$ cat config.mk
export PLATFORM = sky130hd
export DESIGN_NAME = modular_exponentiation_flat
export DESIGN_NICKNAME = d
export VERILOG_FILES = /design/src/rtl/mexp_pkg.sv /design/src/rtl/mexp_if.sv /design/src/rtl/mexp_mulmod.sv /design/src/rtl/modular_exponentiation.sv /design/src/flat_wrapper.sv
export SDC_FILE = /design/constraint.sdc
export NUM_CORES = 1
export LEC_CHECK = 0
export BUFFER_PORTS_ARGS = -buffer_cell sky130_fd_sc_hd__buf_4
export CAP_MARGIN = 15
export CORE_MARGIN = 3
export CORE_UTILIZATION = 57
export DETAILED_ROUTE_END_ITERATION = 16
export PLACE_DENSITY = 0.77
export SETUP_SLACK_MARGIN = 0.05
export SLEW_MARGIN = 20
export SYNTH_ARGS = -nofsm -noshare
export SYNTH_HDL_FRONTEND = slang
export SYNTH_SLANG_ARGS = --single-unit
$ cat constraint.sdc
create_clock -name clk -period 12.3 [get_ports clk]
set_clock_uncertainty 0.05 [all_clocks]
set_input_delay 2.46 -clock clk [delete_from_list [all_inputs] [get_ports clk]]
set_output_delay 2.46 -clock clk [all_outputs]
set_load 0.01 [all_outputs]
$ cat src/rtl/mexp_pkg.sv
// ----------------------------------------------------------------------------
// mexp_pkg
// Shared constants for the modular exponentiation block.
// ----------------------------------------------------------------------------
package mexp_pkg;

	// The base field has a fixed width.
	localparam int BASE_WIDTH = 63;

	// The modulus comes out of reset as this prime.
	localparam logic [31:0] MODULUS_RESET = 32'd1000000007;

endpackage

$ cat src/rtl/mexp_if.sv
// ----------------------------------------------------------------------------
// mexp_req_if / mexp_rsp_if
// Valid/ready channels that carry request and result items.
// ----------------------------------------------------------------------------
interface mexp_req_if import mexp_pkg::*; #(
	parameter int EXP_WIDTH = 63
);
	logic                  valid;
	logic                  ready;
	logic                  action;
	logic [BASE_WIDTH-1:0] base;
	logic [EXP_WIDTH-1:0]  exponent;

	modport source (output valid, action, base, exponent, input ready);
	modport sink   (input valid, action, base, exponent, output ready);
endinterface

interface mexp_rsp_if #(
	parameter int MOD_WIDTH = 31
);
	logic                 valid;
	logic                 ready;
	logic [MOD_WIDTH-1:0] result;

	modport source (output valid, result, input ready);
	modport sink   (input valid, result, output ready);
endinterface

$ cat src/rtl/mexp_mulmod.sv
// ----------------------------------------------------------------------------
// mexp_mulmod
// Bit-serial modular multiplier: a * b mod m, one bit of b per cycle.
// ----------------------------------------------------------------------------
module mexp_mulmod #(
	parameter int W = 31
) (
	input  logic         clk,
	input  logic         arst_n,
	input  logic         start,
	input  logic [W-1:0] a,
	input  logic [W-1:0] b,
	input  logic [W-1:0] m,
	output logic         done,
	output logic [W-1:0] product
);

	localparam int CW = $clog2(W);

	logic [W-1:0]  a_q;
	logic [W-1:0]  b_q;
	logic [W-1:0]  acc_q;
	logic [CW-1:0] cnt_q;
	logic          busy_q;
	logic          done_q;

	logic [W:0] dbl;
	logic [W:0] dbl_red;
	logic [W:0] sum;
	logic [W:0] sum_red;

	// Horner step: acc = 2*acc (+ a when the current bit of b is set), kept below m.
	// Operands are below m, so each partial value stays below 2m and one subtract suffices.
	always_comb begin
		dbl     = {acc_q, 1'b0};
		dbl_red = (dbl >= {1'b0, m}) ? dbl - {1'b0, m} : dbl;
		sum     = dbl_red + (b_q[W-1] ? {1'b0, a_q} : '0);
		sum_red = (sum >= {1'b0, m}) ? sum - {1'b0, m} : sum;
	end

	always_ff @(posedge clk or negedge arst_n) begin
		if (!arst_n) begin
			busy_q <= 1'b0;
			done_q <= 1'b0;
			cnt_q  <= '0;
		end else begin
			done_q <= !start && busy_q && (cnt_q == CW'(W - 1));
			if (start) begin
				busy_q <= 1'b1;
				cnt_q  <= '0;
			end else if (busy_q) begin
				cnt_q <= cnt_q + 1'b1;
				if (cnt_q == CW'(W - 1)) begin
					busy_q <= 1'b0;
				end
			end
		end
	end

	always_ff @(posedge clk) begin
		if (start) begin
			a_q   <= a;
			b_q   <= b;
			acc_q <= '0;
		end else if (busy_q) begin
			acc_q <= sum_red[W-1:0];
			b_q   <= {b_q[W-2:0], 1'b0};
		end
	end

	assign done    = done_q;
	assign product = acc_q;

endmodule

$ cat src/rtl/modular_exponentiation.sv
// Sequence: reduce the base, then for each exponent bit a step, a multiply when the
// bit is one and a squaring on the multiplier, then post the result.
// One item at a time: the bit-serial modular multiplier sets the rate.
// A new item is taken while the previous result still waits in the output register.
// Reset: modulus returns to 1000000007, the sequencer idles, no result is pending.
// ----------------------------------------------------------------------------
// modular_exponentiation
// Computes base^exponent mod modulus, or base^(modulus-2) mod modulus for the
// inverse action, by right-to-left binary square-and-multiply.
// ----------------------------------------------------------------------------
module modular_exponentiation import mexp_pkg::*; #(
	parameter int MOD_WIDTH = 31,
	parameter int EXP_WIDTH = 63
) (
	input  logic                 clk,
	input  logic                 arst_n,
	input  logic                 cfg_wr_en,
	input  logic [MOD_WIDTH-1:0] cfg_wr_data,
	mexp_req_if.sink             req,
	mexp_rsp_if.source           rsp
);

	localparam int XW  = (EXP_WIDTH > MOD_WIDTH) ? EXP_WIDTH : MOD_WIDTH;
	localparam int BCW = $clog2(BASE_WIDTH);

	typedef enum logic [2:0] {
		ST_IDLE,
		ST_REDUCE,
		ST_STEP,
		ST_MUL,
		ST_SQR,
		ST_DONE
	} state_t;

	state_t                state_q;
	logic [MOD_WIDTH-1:0]  modulus_q;
	logic [BASE_WIDTH-1:0] base_q;
	logic [BCW-1:0]        bcnt_q;
	logic [XW-1:0]         exp_q;
	logic [MOD_WIDTH-1:0]  pow_q;
	logic [MOD_WIDTH-1:0]  acc_q;
	logic                  mm_start_q;
	logic                  rsp_valid_q;
	logic [MOD_WIDTH-1:0]  result_q;

	logic [MOD_WIDTH-1:0]  mm_a;
	logic                  mm_done;
	logic [MOD_WIDTH-1:0]  mm_product;
	logic [MOD_WIDTH:0]    red_shift;
	logic [MOD_WIDTH:0]    red_next;

	// Base reduction: shift the base in MSB first, keeping the remainder below modulus.
	always_comb begin
		red_shift = {pow_q, base_q[BASE_WIDTH-1]};
		red_next  = (red_shift >= {1'b0, modulus_q}) ? red_shift - {1'b0, modulus_q}
			: red_shift;
	end

	assign mm_a = (state_q == ST_SQR) ? pow_q : acc_q;

	mexp_mulmod #(
		.W(MOD_WIDTH)
	) u_mulmod (
		.clk    (clk),
		.arst_n (arst_n),
		.start  (mm_start_q),
		.a      (mm_a),
		.b      (pow_q),
		.m      (modulus_q),
		.done   (mm_done),
		.product(mm_product)
	);

	always_ff @(posedge clk or negedge arst_n) begin
		if (!arst_n) begin
			modulus_q <= MOD_WIDTH'(MODULUS_RESET);
		end else if (cfg_wr_en) begin
			modulus_q <= cfg_wr_data;
		end
	end

	always_ff @(posedge clk or negedge arst_n) begin
		if (!arst_n) begin
			state_q     <= ST_IDLE;
			mm_start_q  <= 1'b0;
			rsp_valid_q <= 1'b0;
			bcnt_q      <= '0;
		end else begin
			// A multiply or square starts after a step with bits left, and a square follows a multiply.
			mm_start_q <= ((state_q == ST_STEP) && (exp_q != '0))
				|| ((state_q == ST_MUL) && mm_done);
			if ((state_q == ST_DONE) && (!rsp_valid_q || rsp.ready)) begin
				rsp_valid_q <= 1'b1;
			end else if (rsp.ready) begin
				rsp_valid_q <= 1'b0;
			end
			case (state_q)
				ST_IDLE: begin
					if (req.valid) begin
						bcnt_q <= '0;
						if (modulus_q < MOD_WIDTH'(2)) begin
							// No reduction is possible; the result is zero.
							state_q <= ST_DONE;
						end else begin
							state_q <= ST_REDUCE;
						end
					end
				end
				ST_REDUCE: begin
					bcnt_q <= bcnt_q + 1'b1;
					if (bcnt_q == BCW'(BASE_WIDTH - 1)) begin
						state_q <= ST_STEP;
					end
				end
				ST_STEP: begin
					if (exp_q == '0) begin
						state_q <= ST_DONE;
					end else if (exp_q[0]) begin
						state_q <= ST_MUL;
					end else begin
						state_q <= ST_SQR;
					end
				end
				ST_MUL: begin
					if (mm_done) begin
						state_q <= ST_SQR;
					end
				end
				ST_SQR: begin
					if (mm_done) begin
						state_q <= ST_STEP;
					end
				end
				ST_DONE: begin
					if (!rsp_valid_q || rsp.ready) begin
						state_q <= ST_IDLE;
					end
				end
				default: begin
					state_q <= ST_IDLE;
				end
			endcase
		end
	end

	always_ff @(posedge clk) begin
		case (state_q)
			ST_IDLE: begin
				base_q <= req.base;
				pow_q  <= '0;
				acc_q  <= '0;
				exp_q  <= req.action ? XW'(modulus_q - MOD_WIDTH'(2)) : XW'(req.exponent);
			end
			ST_REDUCE: begin
				pow_q  <= red_next[MOD_WIDTH-1:0];
				base_q <= {base_q[BASE_WIDTH-2:0], 1'b0};
				acc_q  <= MOD_WIDTH'(1);
			end
			ST_MUL: begin
				if (mm_done) begin
					acc_q <= mm_product;
				end
			end
			ST_SQR: begin
				if (mm_done) begin
					pow_q <= mm_product;
					exp_q <= exp_q >> 1;
				end
			end
			ST_DONE: begin
				if (!rsp_valid_q || rsp.ready) begin
					result_q <= acc_q;
				end
			end
			default: begin
			end
		endcase
	end

	assign req.ready  = (state_q == ST_IDLE);
	assign rsp.valid  = rsp_valid_q;
	assign rsp.result = result_q;

endmodule
$ cat src/flat_wrapper.sv
// flat-port wrapper written by rule: the top's interface ports become plain ports
module modular_exponentiation_flat import mexp_pkg::*;
#(
	parameter int MOD_WIDTH = 31,
	parameter int EXP_WIDTH = 63
)
  (clk, arst_n, cfg_wr_en, cfg_wr_data, req_valid, req_action, req_base, req_exponent, req_ready, rsp_valid, rsp_result, rsp_ready);
  mexp_req_if #(.EXP_WIDTH(EXP_WIDTH)) req_i ();
  mexp_rsp_if #(.MOD_WIDTH(MOD_WIDTH)) rsp_i ();
  input  logic clk;
  input  logic arst_n;
  input  logic cfg_wr_en;
  input  logic [MOD_WIDTH-1:0] cfg_wr_data;
  input wire logic [$bits(req_i.valid)-1:0] req_valid;
  input wire logic [$bits(req_i.action)-1:0] req_action;
  input wire logic [$bits(req_i.base)-1:0] req_base;
  input wire logic [$bits(req_i.exponent)-1:0] req_exponent;
  output wire logic [$bits(req_i.ready)-1:0] req_ready;
  output wire logic [$bits(rsp_i.valid)-1:0] rsp_valid;
  output wire logic [$bits(rsp_i.result)-1:0] rsp_result;
  input wire logic [$bits(rsp_i.ready)-1:0] rsp_ready;
  assign req_i.valid = req_valid;
  assign req_i.action = req_action;
  assign req_i.base = req_base;
  assign req_i.exponent = req_exponent;
  assign req_ready = req_i.ready;
  assign rsp_valid = rsp_i.valid;
  assign rsp_result = rsp_i.result;
  assign rsp_i.ready = rsp_ready;
  modular_exponentiation #(.MOD_WIDTH(MOD_WIDTH), .EXP_WIDTH(EXP_WIDTH)) u_core (.clk(clk), .arst_n(arst_n), .cfg_wr_en(cfg_wr_en), .cfg_wr_data(cfg_wr_data), .req(req_i), .rsp(rsp_i));
endmodule
==> metrics.md <==
| Metric | Value |
|---|---|
| Global Route Usage Sum | 31.1% |
| Final worst path period share | 72.3% |
| I/O Pins | 196 |
| Via count | 19500 |
| Row count | 72 |
| Max_slew headroom | 25.7% |
| Ratio of cells with drive above 1 in the final layout | 13.9% |
| Avg Cell Area, Syn | 9.26 um^2 |
| Asr flop ratio synth | 13.6% |
| Residual DRC count | 0 |
| Status | completed |
| Clock tree buffer depth | 3 |
| RSZ-0062 raised after global routing | no |
| Max_cap viols | 0 |
| Post-CTS setup buffers | 0 |
| Synthesized Nets | 2757 |
| Final setup vio count | 0 |
| Die footprint | 0.0424 mm^2 |
| Dpl hpwl | 48.0 mm |
| Syn. warnings | 0 |
| Detailed Route WL | 66.7 mm |
| Tmin final | 8.90 ns |
| FILL cells | 3192 |
| Yosys cell types | 89 |
| Die X | 206 um |
| Register bit total from synthesis | 361 |
| Final hold vios | 0 |
| Largest net degree at the start of global routing | 93 |
| Htree depth | 2 |
| Hold Path Class | reg -> reg |
| Cell Area, Synth | 0.0228 mm^2 |
| Antenna viol nets, final | 0 |
| Startpoint types | flop |
| Max frequency | 112 MHz |
| Commonest cells after routing, fill and taps aside | nand2_1, edfxtp_1, buf_4 |
| Vias per inst | 6.20 |
| Hold_buf cts | 0 |
| CTS tree | done |
| Worst-Skew Late Latency | 0.58 ns |
| Root buf cell | clkbuf_16 |
| Synth Flop Type | edfxtp_1 |
| Grt ovf | 0 |
| WP data arrival | 9.29 ns |
| Layout area overhead | 13.5% |
| Seq. cell area | 0.0103 mm^2 |
| Initial antenna violation count | 0 |
| Initial core utilization | 58.3% |
| Vias in the first global route | 19000 |
| CP max stage delay | 0.70 ns |
| CP max stage cell | a211oi_2 |
| Die Y | 206 um |
| Number of flops mapped to enable cells by yosys | 281 |
| WL/cell | 21.2 um |
| First-pass GRT wire length | 104 mm |
| Setup TNS | 0 ns |
| Worst Path Max Fanout | 59 |
| Critical path class | reg -> reg |
| Sequential share of the synthesized area | 45.2% |
| Clock Sink Count | 361 |
| ANT cells | 0 |
| Core box area | 0.0391 mm^2 |
| Clock-pin slew on the worst setup and hold paths | 0.06 ns |
| DRT Pass-1 Iters | 6 |
| Area used by multi-input combinational logic | 0.0118 mm^2 |
| PortBufs | 195 |
| Cells after Synth | 2461 |
| # nets final | 2893 |
| Endpoint class of the critical path | flop |
| CP required | 12.70 ns |
| Gpl congestion | 0.971 |
| Initial drt markers | 1888 |
| Post-CTS resize count | 0 |
| Final Max Slew Viols | 0 |
| TritonCTS buffer count | 41 |
| Commonest non-fill, non-tap cell in the layout | nand2_1 |
| Worst-Margin Slew | 1.11 ns |
-- Yosys cell counts, types with 22 or more instances --
cell type,count,area share [%]
nand2b_1,52,1.4
a21o_1,49,1.6
a21oi_1,138,3.0
nand3_1,43,0.94
ha_1,129,7.1
xor2_1,41,1.6
clkbuf_1,95,1.6
and2_1,44,1.2
xnor2_1,78,3.0
nor4_1,25,0.69
edfxtp_1,281,37
o21ai_0,188,4.1
nand4_1,22,0.60
nor2_1,145,2.4
mux2_2,32,1.6
nor3_1,46,1.0
nand2_1,496,8.2
a31oi_1,50,1.4
dfrtp_1,33,3.6
inv_1,71,1.2
dfxtp_1,31,2.7
and3_1,48,1.3
-- cell families after synthesis --
group,after synthesis,share of synthesized area [%]
and+or+nand+nor,991,20.0
AOI/OAI and AO/OA,621,17.3
DFF,361,45.2
buffers and inverters,191,3.26
adders and majority gates,133,7.43
xor gates and xnor gates,121,4.78
muxes,43,2.06
-- worst max-delay path: cells and delay by family, from the launching register on --
kind,cells,cell delay [ns]
adders and majority gates,3,1.05
buffers and inverters,3,0.97
and+or+nand+nor,5,1.17
xor gates and xnor gates,1,0.26
muxes,1,0.42
AOI/OAI and AO/OA,17,4.25
DFF,1,0.58
-- layout make-up --
class | count | share of cell area (%)
multi-input cells | 1909 | 45.6
flip-flops and latches | 361 | 39.8
repair buffers | 213 | 6.18
clock buffers | 47 | 4.05
well taps | 518 | 2.50
inverters | 71 | 1.03
clock inverters | 24 | 0.875
-- registers in the layout (all words and copies together), names as in the netlist, 31 cells and up --
name	cells
u_core.base_q	63
u_core.exp_q	63
u_core.acc_q	31
u_core.modulus_q	31
u_core.pow_q	31
u_core.rsp.result	31
u_core.u_mulmod.a_q	31
u_core.u_mulmod.b_q	31
u_core.u_mulmod.product	31
-- layer usage --
layer  wire length [um]  GRT usage [%]  up-vias
met4               2600           12.8        0
met5                  0              0        -
li1                   -              -     9168
met1              27900           41.8     9316
met3               4190           3.91      171
met2              32100           51.4      820
-- per-stage QoR --
step	utilization, %	hold WS (ns)	std cells	setup WS, ns	instance area [um^2]
after floorplan	-	0.376	2461	5.25	22800
after global placement	62.9	0.377	3072	3.67	24600
after detailed placement	62.9	0.386	3072	3.56	24600
after CTS	66.2	0.398	3143	3.53	25900
after global routing	66.2	0.403	3143	2.86	25900
final	66.2	0.400	3143	3.40	25900
-- final timing paths --
path                                                  from                                        to  slack [ns]  cells past startpoint
max in group asynchronous                           arst_n               u_core.mm_start_q$_DFF_PN0_        9.83                      1
max reg2reg                u_core.modulus_q[1]$_DFFE_PN1P_  u_core.u_mulmod.product[22]$_SDFFE_PP0P_        3.40                     30
min                             u_core.acc_q[26]$_DFFE_PP_           u_core.rsp.result[26]$_DFFE_PP_        0.40                      0
max                        u_core.modulus_q[1]$_DFFE_PN1P_  u_core.u_mulmod.product[22]$_SDFFE_PP0P_        3.40                     30
min reg2reg                     u_core.acc_q[26]$_DFFE_PP_           u_core.rsp.result[26]$_DFFE_PP_        0.40                      0
min in group asynchronous                           arst_n          u_core.modulus_q[21]$_DFFE_PN0P_        1.85                      1
Power is not shown: default switching activity piles up to over one toggle a cycle in this logic, so the estimate is an artifact.
